<file path="src/hw/rtl/drpi_pkg.sv">
// Shared types, widths and constants of the dead-reckoning pose integrator.
package drpi_pkg;

  // Fixed field widths
  localparam int SPEED_W    = 16;
  localparam int YAW_W      = 16;
  localparam int CFG_W      = 16;
  localparam int POSE_W     = 32;
  localparam int IN_DATA_W  = 4 * SPEED_W + YAW_W;
  localparam int OUT_DATA_W = 2 * POSE_W + YAW_W;

  // Design constants
  localparam int CORDIC_STEPS = 16;   // 8 .. 24
  localparam int POS_W        = 32;   // 24 .. 48
  localparam int ATAN_ENTRIES = 24;
  localparam int ATAN_IDX_W   = 5;
  localparam int STEP_W       = $clog2(CORDIC_STEPS);

  localparam logic [CFG_W-1:0] WHEEL_RADIUS_RST = 16'd3277;
  localparam logic [CFG_W-1:0] TIME_STEP_RST    = 16'd655;
  localparam logic [CFG_W-1:0] CORDIC_GAIN      = 16'd39797;

  // Datapath widths
  localparam int SUM_W   = SPEED_W + 2;          // sum of four speeds
  localparam int V_W     = 24;                   // S * radius >> 10
  localparam int VK_W    = 24;                   // v * gain >> 16
  localparam int XY_W    = 34;                   // rotation x and y, Q.24
  localparam int Z_W     = 33;                   // rotation angle
  localparam int MUL_A_W = XY_W;
  localparam int MUL_B_W = CFG_W + 1;
  localparam int PROD_W  = MUL_A_W + MUL_B_W;
  localparam int DX_W    = PROD_W - 24;          // x * step >> 24
  localparam int ACC_SUM_W  = ((POS_W > DX_W) ? POS_W : DX_W) + 1;
  localparam int POSE_CALC_W = (POS_W > POSE_W) ? POS_W : POSE_W;

  // Register indices
  typedef enum logic [0:0] {
    REG_WHEEL_RADIUS = 1'b0,
    REG_TIME_STEP    = 1'b1
  } reg_idx_t;

  // Multiplier operand selection
  typedef enum logic [1:0] {
    MUL_SEL_V = 2'd0,
    MUL_SEL_K = 2'd1,
    MUL_SEL_X = 2'd2,
    MUL_SEL_Y = 2'd3
  } mul_sel_t;

  // Sequencer states
  typedef enum logic [3:0] {
    ST_IDLE,
    ST_MUL_V,
    ST_MUL_K,
    ST_LOAD,
    ST_ROTATE,
    ST_MUL_X,
    ST_MUL_Y,
    ST_ACC_Y,
    ST_OUT
  } state_t;

  // Control from sequencer to datapath
  typedef struct packed {
    logic                  in_ready;
    logic                  mul_en;
    mul_sel_t              mul_sel;
    logic                  cordic_load;
    logic                  cordic_step;
    logic [ATAN_IDX_W-1:0] step_idx;
    logic                  acc_x;
    logic                  acc_y;
    logic                  out_load;
  } ctrl_t;

  // Arctangent table, full circle = 2^32
  function automatic logic signed [Z_W-1:0] atan_lut(input logic [ATAN_IDX_W-1:0] idx);
    logic [31:0] a;
    case (idx)
      5'd0:  a = 32'h20000000;
      5'd1:  a = 32'h12E4051E;
      5'd2:  a = 32'h09FB385B;
      5'd3:  a = 32'h051111D4;
      5'd4:  a = 32'h028B0D43;
      5'd5:  a = 32'h0145D7E1;
      5'd6:  a = 32'h00A2F61E;
      5'd7:  a = 32'h00517C55;
      5'd8:  a = 32'h0028BE53;
      5'd9:  a = 32'h00145F2F;
      5'd10: a = 32'h000A2F98;
      5'd11: a = 32'h000517CC;
      5'd12: a = 32'h00028BE6;
      5'd13: a = 32'h000145F3;
      5'd14: a = 32'h0000A2FA;
      5'd15: a = 32'h0000517D;
      5'd16: a = 32'h000028BE;
      5'd17: a = 32'h0000145F;
      5'd18: a = 32'h00000A30;
      5'd19: a = 32'h00000518;
      5'd20: a = 32'h0000028C;
      5'd21: a = 32'h00000146;
      5'd22: a = 32'h000000A3;
      5'd23: a = 32'h00000051;
      default: a = 32'h00000000;
    endcase
    return signed'(Z_W'(a));
  endfunction

  // Saturate a widened position sum to the accumulator range
  function automatic logic signed [POS_W-1:0] sat_pos(input logic signed [ACC_SUM_W-1:0] s);
    logic signed [ACC_SUM_W-1:0] hi;
    logic signed [ACC_SUM_W-1:0] lo;
    logic signed [POS_W-1:0]     r;
    hi = ACC_SUM_W'(signed'({1'b0, {(POS_W-1){1'b1}}}));
    lo = ~hi;
    if (s > hi) begin
      r = hi[POS_W-1:0];
    end else if (s < lo) begin
      r = lo[POS_W-1:0];
    end else begin
      r = s[POS_W-1:0];
    end
    return r;
  endfunction

  // Clamp the accumulator to the 32 bit pose range
  function automatic logic [POSE_W-1:0] pose_of(input logic signed [POS_W-1:0] p);
    logic signed [POSE_CALC_W-1:0] e;
    logic signed [POSE_CALC_W-1:0] hi;
    logic signed [POSE_CALC_W-1:0] lo;
    logic [POSE_W-1:0]             r;
    e  = POSE_CALC_W'(p);
    hi = POSE_CALC_W'(signed'({1'b0, {(POSE_W-1){1'b1}}}));
    lo = ~hi;
    if (e > hi) begin
      r = hi[POSE_W-1:0];
    end else if (e < lo) begin
      r = lo[POSE_W-1:0];
    end else begin
      r = e[POSE_W-1:0];
    end
    return r;
  endfunction

endpackage

</file>
<file path="src/hw/rtl/drpi_mul.sv">
// Shared signed multiplier with registered product.
module drpi_mul (
  input  logic                                  clk,
  input  logic                                  en,
  input  logic signed [drpi_pkg::MUL_A_W-1:0]   a,
  input  logic signed [drpi_pkg::MUL_B_W-1:0]   b,
  output logic signed [drpi_pkg::PROD_W-1:0]    prod
);
  import drpi_pkg::*;

  logic signed [PROD_W-1:0] prod_r;
  logic signed [PROD_W-1:0] prod_nxt;

  // Form the product
  always_comb begin
    prod_nxt = prod_r;
    if (en) begin
      prod_nxt = a * b;
    end
  end

  // Hold the product
  always_ff @(posedge clk) begin
    prod_r <= prod_nxt;
  end

  assign prod = prod_r;

endmodule

</file>
<file path="src/hw/rtl/drpi_cordic.sv">
// Iterative CORDIC rotation: one micro-rotation per cycle while step is held high.
module drpi_cordic (
  input  logic                                     clk,
  input  logic                                     load,
  input  logic                                     step,
  input  logic [drpi_pkg::ATAN_IDX_W-1:0]          idx,
  input  logic signed [drpi_pkg::VK_W-1:0]         vk,
  input  logic signed [drpi_pkg::YAW_W-1:0]        yaw,
  output logic signed [drpi_pkg::XY_W-1:0]         x,
  output logic signed [drpi_pkg::XY_W-1:0]         y
);
  import drpi_pkg::*;

  logic signed [XY_W-1:0] x_r, x_nxt;
  logic signed [XY_W-1:0] y_r, y_nxt;
  logic signed [Z_W-1:0]  z_r, z_nxt;

  logic signed [XY_W-1:0] x0;
  logic signed [Z_W-1:0]  z0;
  logic signed [Z_W-1:0]  quarter;
  logic signed [Z_W-1:0]  half;
  logic signed [XY_W-1:0] xs;
  logic signed [XY_W-1:0] ys;
  logic signed [Z_W-1:0]  at;

  assign quarter = Z_W'(signed'({2'b01, 30'b0}));
  assign half    = Z_W'(signed'({2'b01, 31'b0}));
  assign x0      = XY_W'(vk) <<< 8;
  assign z0      = Z_W'(signed'({yaw, 16'b0}));

  // Shifted operands for this micro-rotation
  assign xs = y_r >>> idx;
  assign ys = x_r >>> idx;
  assign at = atan_lut(idx);

  // Fold the angle into the right half plane on load, rotate on step
  always_comb begin
    x_nxt = x_r;
    y_nxt = y_r;
    z_nxt = z_r;
    if (load) begin
      y_nxt = '0;
      if (z0 > quarter) begin
        z_nxt = z0 - half;
        x_nxt = -x0;
      end else if (z0 < -quarter) begin
        z_nxt = z0 + half;
        x_nxt = -x0;
      end else begin
        z_nxt = z0;
        x_nxt = x0;
      end
    end else if (step) begin
      if (!z_r[Z_W-1]) begin
        x_nxt = x_r - xs;
        y_nxt = y_r + ys;
        z_nxt = z_r - at;
      end else begin
        x_nxt = x_r + xs;
        y_nxt = y_r - ys;
        z_nxt = z_r + at;
      end
    end
  end

  always_ff @(posedge clk) begin
    x_r <= x_nxt;
    y_r <= y_nxt;
    z_r <= z_nxt;
  end

  assign x = x_r;
  assign y = y_r;

endmodule

</file>
<file path="src/hw/rtl/drpi_ctrl.sv">
// Sequencer that steps one tick through the shared multiplier and CORDIC.
module drpi_ctrl (
  input  logic              clk,
  input  logic              rst_n,
  input  logic              in_valid,
  input  logic              out_free,
  output drpi_pkg::ctrl_t   ctrl
);
  import drpi_pkg::*;

  state_t             state_r, state_nxt;
  logic [STEP_W-1:0]  step_r, step_nxt;
  logic               last_step;

  assign last_step = (step_r == STEP_W'(CORDIC_STEPS - 1));

  // Next state
  always_comb begin
    state_nxt = state_r;
    case (state_r)
      ST_IDLE:   if (in_valid) state_nxt = ST_MUL_V;
      ST_MUL_V:  state_nxt = ST_MUL_K;
      ST_MUL_K:  state_nxt = ST_LOAD;
      ST_LOAD:   state_nxt = ST_ROTATE;
      ST_ROTATE: if (last_step) state_nxt = ST_MUL_X;
      ST_MUL_X:  state_nxt = ST_MUL_Y;
      ST_MUL_Y:  state_nxt = ST_ACC_Y;
      ST_ACC_Y:  state_nxt = ST_OUT;
      ST_OUT:    if (out_free) state_nxt = ST_IDLE;
      default:   state_nxt = ST_IDLE;
    endcase
  end

  // Advance the rotation counter
  always_comb begin
    step_nxt = step_r;
    if (state_r == ST_LOAD) begin
      step_nxt = '0;
    end else if (state_r == ST_ROTATE) begin
      step_nxt = step_r + 1'b1;
    end
  end

  // Outputs
  always_comb begin
    ctrl             = '0;
    ctrl.mul_sel     = MUL_SEL_V;
    ctrl.step_idx    = ATAN_IDX_W'(step_r);
    case (state_r)
      ST_IDLE:   ctrl.in_ready = 1'b1;
      ST_MUL_V:  begin
        ctrl.mul_en  = 1'b1;
        ctrl.mul_sel = MUL_SEL_V;
      end
      ST_MUL_K:  begin
        ctrl.mul_en  = 1'b1;
        ctrl.mul_sel = MUL_SEL_K;
      end
      ST_LOAD:   ctrl.cordic_load = 1'b1;
      ST_ROTATE: ctrl.cordic_step = 1'b1;
      ST_MUL_X:  begin
        ctrl.mul_en  = 1'b1;
        ctrl.mul_sel = MUL_SEL_X;
      end
      ST_MUL_Y:  begin
        ctrl.mul_en  = 1'b1;
        ctrl.mul_sel = MUL_SEL_Y;
        ctrl.acc_x   = 1'b1;
      end
      ST_ACC_Y:  ctrl.acc_y = 1'b1;
      ST_OUT:    ctrl.out_load = out_free;
      default:   ctrl = '0;
    endcase
  end

  always_ff @(posedge clk) begin
    if (!rst_n) begin
      state_r <= ST_IDLE;
      step_r  <= '0;
    end else begin
      state_r <= state_nxt;
      step_r  <= step_nxt;
    end
  end

endmodule

</file>
<file path="src/hw/rtl/dead_reckoning_pose_integrator_core.sv">
// Top level of the dead-reckoning pose integrator.
//
// Each input word on in_* is one odometry tick: four signed Q8.8 wheel
// speeds and a binary-angle yaw. The block averages left and right wheels,
// scales by the wheel radius, rotates the forward speed by the yaw with an
// iterative CORDIC and adds speed times time_step into saturating Q16.16
// X and Y accumulators. Each tick yields one pose word on out_*.
// cfg_* writes wheel_radius (index 0) or time_step (index 1); it is always
// ready and is meant to be used only while no tick is in flight.
// A tick occupies the block through the CORDIC loop, which does one
// micro-rotation per cycle, and through four passes of the one shared
// multiplier. in_tready is high only while idle, so the next tick is not
// taken before the last one has been loaded into the output register.
// The output register holds a finished pose while the receiver stalls; the
// next tick may be taken and worked on, and waits at its end for the slot.
// Reset clears both accumulators and restores the register defaults.
module dead_reckoning_pose_integrator_core (
  input  logic                               clk,
  input  logic                               rst_n,
  // speed_left_front, speed_left_rear, speed_right_front, speed_right_rear, yaw_angle
  input  logic [drpi_pkg::IN_DATA_W-1:0]     in_tdata,
  input  logic                               in_tvalid,
  output logic                               in_tready,
  // pose_x, pose_y, pose_heading
  output logic [drpi_pkg::OUT_DATA_W-1:0]    out_tdata,
  output logic                               out_tvalid,
  input  logic                               out_tready,
  input  logic                               cfg_valid,
  output logic                               cfg_ready,
  input  logic [0:0]                         cfg_index,
  input  logic [drpi_pkg::CFG_W-1:0]         cfg_data
);
  import drpi_pkg::*;

  ctrl_t ctrl;

  logic [CFG_W-1:0]            wheel_radius_r, wheel_radius_nxt;
  logic [CFG_W-1:0]            time_step_r, time_step_nxt;
  logic signed [SUM_W-1:0]     sum_r, sum_nxt;
  logic signed [YAW_W-1:0]     yaw_r, yaw_nxt;
  logic signed [POS_W-1:0]     pos_x_r, pos_x_nxt;
  logic signed [POS_W-1:0]     pos_y_r, pos_y_nxt;
  logic                        out_valid_r, out_valid_nxt;
  logic [OUT_DATA_W-1:0]       out_data_r, out_data_nxt;

  logic                        in_acc;
  logic                        out_free;
  logic signed [MUL_A_W-1:0]   mul_a;
  logic signed [MUL_B_W-1:0]   mul_b;
  logic signed [PROD_W-1:0]    prod;
  logic signed [V_W-1:0]       v;
  logic signed [VK_W-1:0]      vk;
  logic signed [DX_W-1:0]      d;
  logic signed [XY_W-1:0]      cx;
  logic signed [XY_W-1:0]      cy;
  logic signed [SUM_W-1:0]     speed_sum;

  assign in_tready = ctrl.in_ready;
  assign in_acc    = in_tvalid && ctrl.in_ready;
  assign out_free  = !out_valid_r || out_tready;
  assign cfg_ready = 1'b1;

  drpi_ctrl u_ctrl (
    .clk      (clk),
    .rst_n    (rst_n),
    .in_valid (in_tvalid),
    .out_free (out_free),
    .ctrl     (ctrl)
  );

  // Sum the four wheel speeds
  assign speed_sum = SUM_W'(signed'(in_tdata[0*SPEED_W +: SPEED_W]))
                   + SUM_W'(signed'(in_tdata[1*SPEED_W +: SPEED_W]))
                   + SUM_W'(signed'(in_tdata[2*SPEED_W +: SPEED_W]))
                   + SUM_W'(signed'(in_tdata[3*SPEED_W +: SPEED_W]));

  // Capture the tick on accept
  always_comb begin
    sum_nxt = sum_r;
    yaw_nxt = yaw_r;
    if (in_acc) begin
      sum_nxt = speed_sum;
      yaw_nxt = signed'(in_tdata[4*SPEED_W +: YAW_W]);
    end
  end

  // Configuration writes
  always_comb begin
    wheel_radius_nxt = wheel_radius_r;
    time_step_nxt    = time_step_r;
    if (cfg_valid) begin
      case (reg_idx_t'(cfg_index))
        REG_WHEEL_RADIUS: wheel_radius_nxt = cfg_data;
        REG_TIME_STEP:    time_step_nxt    = cfg_data;
        default:          wheel_radius_nxt = wheel_radius_r;
      endcase
    end
  end

  // Scaled fields of the product register
  assign v  = prod[10 +: V_W];
  assign vk = prod[16 +: VK_W];
  assign d  = prod[24 +: DX_W];

  // Select multiplier operands
  always_comb begin
    mul_a = MUL_A_W'(sum_r);
    mul_b = signed'({1'b0, wheel_radius_r});
    case (ctrl.mul_sel)
      MUL_SEL_V: begin
        mul_a = MUL_A_W'(sum_r);
        mul_b = signed'({1'b0, wheel_radius_r});
      end
      MUL_SEL_K: begin
        mul_a = MUL_A_W'(v);
        mul_b = signed'({1'b0, CORDIC_GAIN});
      end
      MUL_SEL_X: begin
        mul_a = cx;
        mul_b = signed'({1'b0, time_step_r});
      end
      MUL_SEL_Y: begin
        mul_a = cy;
        mul_b = signed'({1'b0, time_step_r});
      end
      default: begin
        mul_a = MUL_A_W'(sum_r);
        mul_b = signed'({1'b0, wheel_radius_r});
      end
    endcase
  end

  drpi_mul u_mul (
    .clk  (clk),
    .en   (ctrl.mul_en),
    .a    (mul_a),
    .b    (mul_b),
    .prod (prod)
  );

  drpi_cordic u_cordic (
    .clk  (clk),
    .load (ctrl.cordic_load),
    .step (ctrl.cordic_step),
    .idx  (ctrl.step_idx),
    .vk   (vk),
    .yaw  (yaw_r),
    .x    (cx),
    .y    (cy)
  );

  // Accumulate position with saturation
  always_comb begin
    pos_x_nxt = pos_x_r;
    pos_y_nxt = pos_y_r;
    if (ctrl.acc_x) begin
      pos_x_nxt = sat_pos(ACC_SUM_W'(pos_x_r) + ACC_SUM_W'(d));
    end
    if (ctrl.acc_y) begin
      pos_y_nxt = sat_pos(ACC_SUM_W'(pos_y_r) + ACC_SUM_W'(d));
    end
  end

  // Output register: load a finished pose, drop it once taken
  always_comb begin
    out_data_nxt  = out_data_r;
    out_valid_nxt = out_valid_r;
    if (ctrl.out_load) begin
      out_data_nxt  = {yaw_r, pose_of(pos_y_r), pose_of(pos_x_r)};
      out_valid_nxt = 1'b1;
    end else if (out_tready) begin
      out_valid_nxt = 1'b0;
    end
  end

  always_ff @(posedge clk) begin
    if (!rst_n) begin
      wheel_radius_r <= WHEEL_RADIUS_RST;
      time_step_r    <= TIME_STEP_RST;
      pos_x_r        <= '0;
      pos_y_r        <= '0;
      out_valid_r    <= 1'b0;
    end else begin
      wheel_radius_r <= wheel_radius_nxt;
      time_step_r    <= time_step_nxt;
      pos_x_r        <= pos_x_nxt;
      pos_y_r        <= pos_y_nxt;
      out_valid_r    <= out_valid_nxt;
    end
  end

  always_ff @(posedge clk) begin
    sum_r      <= sum_nxt;
    yaw_r      <= yaw_nxt;
    out_data_r <= out_data_nxt;
  end

  assign out_tdata  = out_data_r;
  assign out_tvalid = out_valid_r;

endmodule

</file>
<file path="config.mk">
export PLATFORM = sky130hd
export DESIGN_NAME = dead_reckoning_pose_integrator_core
export DESIGN_NICKNAME = d
export VERILOG_FILES = /design/src/hw/rtl/drpi_pkg.sv /design/src/hw/rtl/drpi_mul.sv /design/src/hw/rtl/drpi_cordic.sv /design/src/hw/rtl/drpi_ctrl.sv /design/src/hw/rtl/dead_reckoning_pose_integrator_core.sv
export SDC_FILE = /design/constraint.sdc
export NUM_CORES = 2
export LEC_CHECK = 0
export BUFFER_PORTS_ARGS = -buffer_cell sky130_fd_sc_hd__buf_2
export CAP_MARGIN = 25
export CORE_MARGIN = 5
export CORE_UTILIZATION = 55
export CTS_BUF_LIST = sky130_fd_sc_hd__clkbuf_8
export DETAILED_ROUTE_END_ITERATION = 10
export GPL_TIMING_DRIVEN = 0
export PLACE_DENSITY = 0.72
export SLEW_MARGIN = 25
export SYNTH_ARGS = -nofsm -noshare
export SYNTH_HDL_FRONTEND = slang
export SYNTH_SLANG_ARGS = --single-unit
</file>
<file path="constraint.sdc">
create_clock -name clk -period 20.2 [get_ports clk]
set_input_delay 1.01 -clock clk [delete_from_list [all_inputs] [get_ports clk]]
set_output_delay 1.01 -clock clk [all_outputs]
set_load 0.02 [all_outputs]
</file>
== After elaboration in Yosys (flattened, before gate mapping) ==
Memories as Yosys holds them, arrays and structs flattened.
Index checks and enable logic that the tools add are counted.
Storage, ports and cells
  bits in registers: 371
  ROM bits: 960
  output and inout port bits: 83
  logic and storage cells: 108
  memories: 1
Memory list
  (name not given): words 32, bits a word 30, rd ports 1, clocked after Yosys merged registers in 0, write ports 0, line drpi_pkg.sv:79  | case (idx)
Operators by class
  add/subtract/negate cells: 15
  $mul: 1
  $lt $le $gt $ge: 10
  eq/ne operators: 15
  shift operators: 2
  multiplexer cells: 33
  bitwise gates (word level): 2
  reduce and logical (&&, ||, !) cells: 13
Operator list (count)
  34-bit two-way mux: 6
  32-bit two-way mux: 6
  33-bit two-way mux: 5
  34-bit one-hot mux with 4 select lines: 1
  32-bit greater-than comparator (second input constant): 3
  34-bit adder: 2
  34-bit by 4-bit >>> shifter with 34-bit output: 2
  34-bit subtractor: 2
  32-bit by 27-bit adder with 33-bit output: 2
  33-bit by 32-bit greater-than comparator with 1-bit output (second input constant): 2
  33-bit by 32-bit less-than comparator with 1-bit output (second input constant): 2
  32-bit less-than comparator (second input constant): 2
  34-bit by 17-bit multiplier with 51-bit output: 1
  17-bit one-hot mux with 3 select lines: 1
  4-bit one-hot mux with 9 select lines: 1
  32-bit negator with 34-bit output: 1
  32-bit by 33-bit adder with 33-bit output (second input constant): 1
  33-bit adder: 1
  32-bit by 33-bit subtractor with 33-bit output (second input constant): 1
  33-bit subtractor: 1
  32-bit by 31-bit less-than comparator with 1-bit output (second input constant): 1
  17-bit by 16-bit adder with 18-bit output: 1
  18-bit by 16-bit adder with 18-bit output: 1
  16-bit by 16-bit adder with 17-bit output: 1
  other kinds (23): 44

== Longest topological paths before layout ==
  depth in word-level cells: 8
  mapped depth: 34

== Hierarchy ==
A second synthesis with hierarchy kept.
Second synthesis, totals
  cell total of the unflattened synthesis: 5589
  area total of the unflattened synthesis: 51823.5 sq um
Modules (own cells, without submodules)
  drpi_mul: instances 1, cells each 2224, area an instance 21129.0 sq um, sequential area each 1531.5 sq um
  drpi_cordic: instances 1, cells each 1999, area an instance 16818.6 sq um, sequential area each 2692.6 sq um
  dead_reckoning_pose_integrator_core: instances 1, cells each 1310, area an instance 13415.4 sq um, sequential area each 5365.1 sq um
  drpi_ctrl: instances 1, cells each 56, area an instance 460.4 sq um, sequential area each 160.2 sq um

== Worst setup path after synthesis ==
OpenSTA, ideal clock, no wires.
  kind: flip-flop to flip-flop
  start: register u_ctrl.state_r[3]
  end: register u_mul.prod_r[48] (netlist: u_mul.prod[48]), data pin
  arrival time: 9305 ps
  required time: 19938 ps
  path slack: 10633 ps
  stages on the path, launching flop included: 31
  buffers on the path: 3
  clock period less this slack: 9567 ps
  cells stage by stage: dfxtp_1 buf_2 buf_1 nor2_1 nand2_1 o22ai_1 clkbuf_1 nor2_1 fa_1 inv_1 fa_1 fa_1 inv_1 fa_1 fa_1 inv_1 fa_1 inv_1 ha_1 a21o_1 a21o_1 a21oi_1 o21ai_0 a2111oi_0 o2bb2ai_1 a21oi_1 nand3_1 a31o_2 nor2b_1 o21bai_1 xor2_1
Between the ends
  word-level cells in the longest chain between the ends: 6
  elaborated cells between the ends (all ways): 13
  those cells by class: mul (1); eq/ne (7); mux (3); reduce/logical (2)
RTL lines
  from (decl): line drpi_ctrl.sv:11  | state_t state_r, state_nxt;
  from (signal assigned): line drpi_ctrl.sv:81  | state_r <= state_nxt;
  4-bit by 3-bit equality test with 1-bit output (tied with other cells): line drpi_ctrl.sv:49  | case (state_r)
  3-bit one-hot mux with 4 select lines (*): line drpi_ctrl.sv:49
  2-bit equality test: line dead_reckoning_pose_integrator_core.sv:109  | case (ctrl.mul_sel)
  2-bit OR reduction (no source line)
  17-bit one-hot mux with 3 select lines: line dead_reckoning_pose_integrator_core.sv:109
  34-bit by 17-bit multiplier with 51-bit output (*): line drpi_mul.sv:18  | prod_nxt = a * b;
  to (signal assigned): line drpi_mul.sv:24  | prod_r <= prod_nxt;
  to (decl): line drpi_mul.sv:11  | logic signed [PROD_W-1:0] prod_r;
Mark *: on every way between the ends. The rest lies on a longest branch, timed or not. The select of a mux whose other input is x is not followed.
A chain may end at the register's enable or synchronous reset.

== Worst setup path after layout ==
  start: register u_ctrl.state_r[2]
  end: register u_mul.prod_r[50] (netlist: u_mul.prod[50]), data pin
The elaborated chain is that of the path after synthesis.

==> metrics <==
Critical Path End Type=register; # DRC=0; slowest stage delay, CP=1.01 ns; DR WL/cell=24.4 microns; setup TNS=0 ns; CP max-delay cell=o22ai_1; hold crit path type=input pin to register; first-pass GRT wire length=253 mm; # clock sinks=361; most frequent cells in the layout=inv_1, nand2_1, fa_1; GRT overflow=0; most common cell after layout, fill and taps aside=inv_1; # IOs=185; initial antenna violation count=5; post-layout net count=roughly 6700; unrepaired setup endpoints after global routing=false; Top Family by Delay on Critical Path=compound AO/OA/AOI/OAI gates; Multi-input gate area=33800 sq um; Die Y=303 microns; clk_lat worst skew=0.74 ns; Post-CTS Resized=0; post-detailed-route via-to-cell ratio=slightly above 6; Area growth, synth to finish=8.56%; core area=between 80000 and 90000 sq um; Synth Cell Area=47200 sq um; CTS clk-pin slew, worst paths=approximately 0.06 ns; Port-buffer cells=between 150 and 200; CTS tree=built; via count of the routed design=~43000; Syn Inst Count=5437; setup violators final=0; DR iter-0 viols=approximately 4800; syn nets=6399; number of setup buffers added after CTS=0; register area share after synthesis=0.200; Avg Inst Size Synth=8.67 sq um; status=finished clean; Worst path most repeated cell=fa_1; clk_skew=~0.053 ns; largest net degree at the start of global routing=39; Initial Utilization=0.554; cell taking the most area after synthesis=fa_1; synthesized flop and latch total=around 360; H-Tree Depth=3; Synth top area share=0.235; synth warn=0; Critical Path AT=roughly 12 ns; filler cell count=7718; crit path buf inv count=8; Post-DRT Antenna Nets=0; ratio of cells with drive above 1 in the final layout=0.0769; DRT Pass-1 Iters=7; GRT Resource Usage Total=0.362; Post-DP HPWL=136 mm; crit start category=register; Async SR Flop Fraction=0; Die X=303 microns; most common flop cell mapped by yosys=edfxtp_1; maximum fanout along the worst path=10; top cells by area, synth=fa_1, edfxtp_1, ha_1, dfxtp_1, inv_1; reg-to-reg slack, setup=8.60 ns; total CTS buffers=69; Reg area=9450 sq um; Final Wtd Congestion=around 1.1; CTS Buffer Depth=3; fin. max-slew vios=0; Final Hold Viols=0; DIE AREA=about 92000 sq um; Row Count=between 100 and 150; Max-slew headroom=0.199; period utilization=0.574; Root Buffer=clkbuf_8; CP Class=register to register; cts hold-fix bufs=0; vias in the first global route=~42000; Tightest Pin Transition=1.20 ns; WP data required=20.67 ns; crit path time final=11.60 ns; post-synthesis cell type count=101; Post-synth EDFFs=222; DRT Wirelength=168 mm; FMAX=86.2 MHz; maxcap violations=0
==> synth_stat cells, drive strengths merged, types with 50 or more instances <==
master / instances
inv: 677
nand2: 634
fa: 553
nor2: 461
a21oi: 318
ha: 307
o21ai: 267
clkbuf: 259
edfxtp: 222
xnor2: 185
dfxtp: 139
mux2i: 132
xor2: 127
nand3: 121
a21o: 108
buf: 83
nor3: 64
a31oi: 62
nor2b: 59
nand2b: 52
a211oi: 50
==> state kept, by name (all words and copies together) (netlist names) <==
signal and count:
u_cordic.y 34, out_tvalid 1, pos_y_r 32, time_step_r 16, u_ctrl.state_r 4, u_mul.prod 41
wheel_radius_r 16, sum_r 18, u_cordic.x 34, out_tdata 80, u_cordic.z_r 33, yaw_r 16
u_ctrl.step_r 4, pos_x_r 32
==> kinds of logic after synthesis <==
logic type               Yosys count  synth area share
XOR/XNOR                         312            0.0579
AO/OA/AOI/OAI                   1183             0.163
flip-flops                       361             0.200
adder cells (fa/ha/maj)          868             0.318
multiplexers                     149            0.0331
other                              1         0.0000795
buffers and inverters           1020            0.0839
AND/OR/NAND/NOR                 1543             0.144
==> per-layer routing <==
layer	share of wire	GRT usage
met2	0.44	0.557
met4	0.066	0.196
met3	0.11	0.0788
met5	0	0
met1	0.39	0.481
==> worst reg2reg max path, delay by kind of cell, from the launching register on <==
family | cells | cell delay (ns)
buffers and inverters | 8 | 2.39
XOR/XNOR | 1 | 0.37
adder cells (fa/ha/maj) | 7 | 3.52
AND/OR/NAND/NOR | 4 | 1.11
flip-flops | 1 | 0.31
AO/OA/AOI/OAI | 10 | 3.63
==> metrics by stage <==
step                      hold WS, ns  instances  area [sq um]  worst slack [ns]  utilization
final                           0.443       6911         51200              8.60        0.601
after detailed placement        0.460       6781         49800              9.00        0.585
after global placement          0.451       6764         49500              6.60        0.581
after CTS                       0.395       6907         51200              8.90        0.601
after global routing            0.421       6909         51200              8.32        0.601
after floorplan                 0.441       5437         47200             10.63            -
==> final cells by class <==
cell class / instances / area share
well taps: 1144 / 0.0280
plain buffers: 342 / 0.0276
clock buffers: 76 / 0.0204
inverters: 678 / 0.0498
clock inverters: 50 / 0.00638
repair buffers: 201 / 0.0222
diodes: 3 / 0.000147
multi-input cells: 4056 / 0.661
flip-flops and latches: 361 / 0.185
==> worst paths after layout <==
| check | from | end | depth (start not counted) |
|---|---|---|---|
| hold reg to reg | wheel_radius_r[15] | wheel_radius_r[15] | 2 |
| setup / recovery | u_ctrl.state_r[2] | u_mul.prod[50] | 30 |
| setup reg to reg | u_ctrl.state_r[2] | u_mul.prod[50] | 30 |
| hold / removal | in_tdata[79] | yaw_r[15] | 1 |
Power is left out: the tool's default activity adds up to more than one toggle a clock period on the data nets, which glitch-free logic cannot reach.
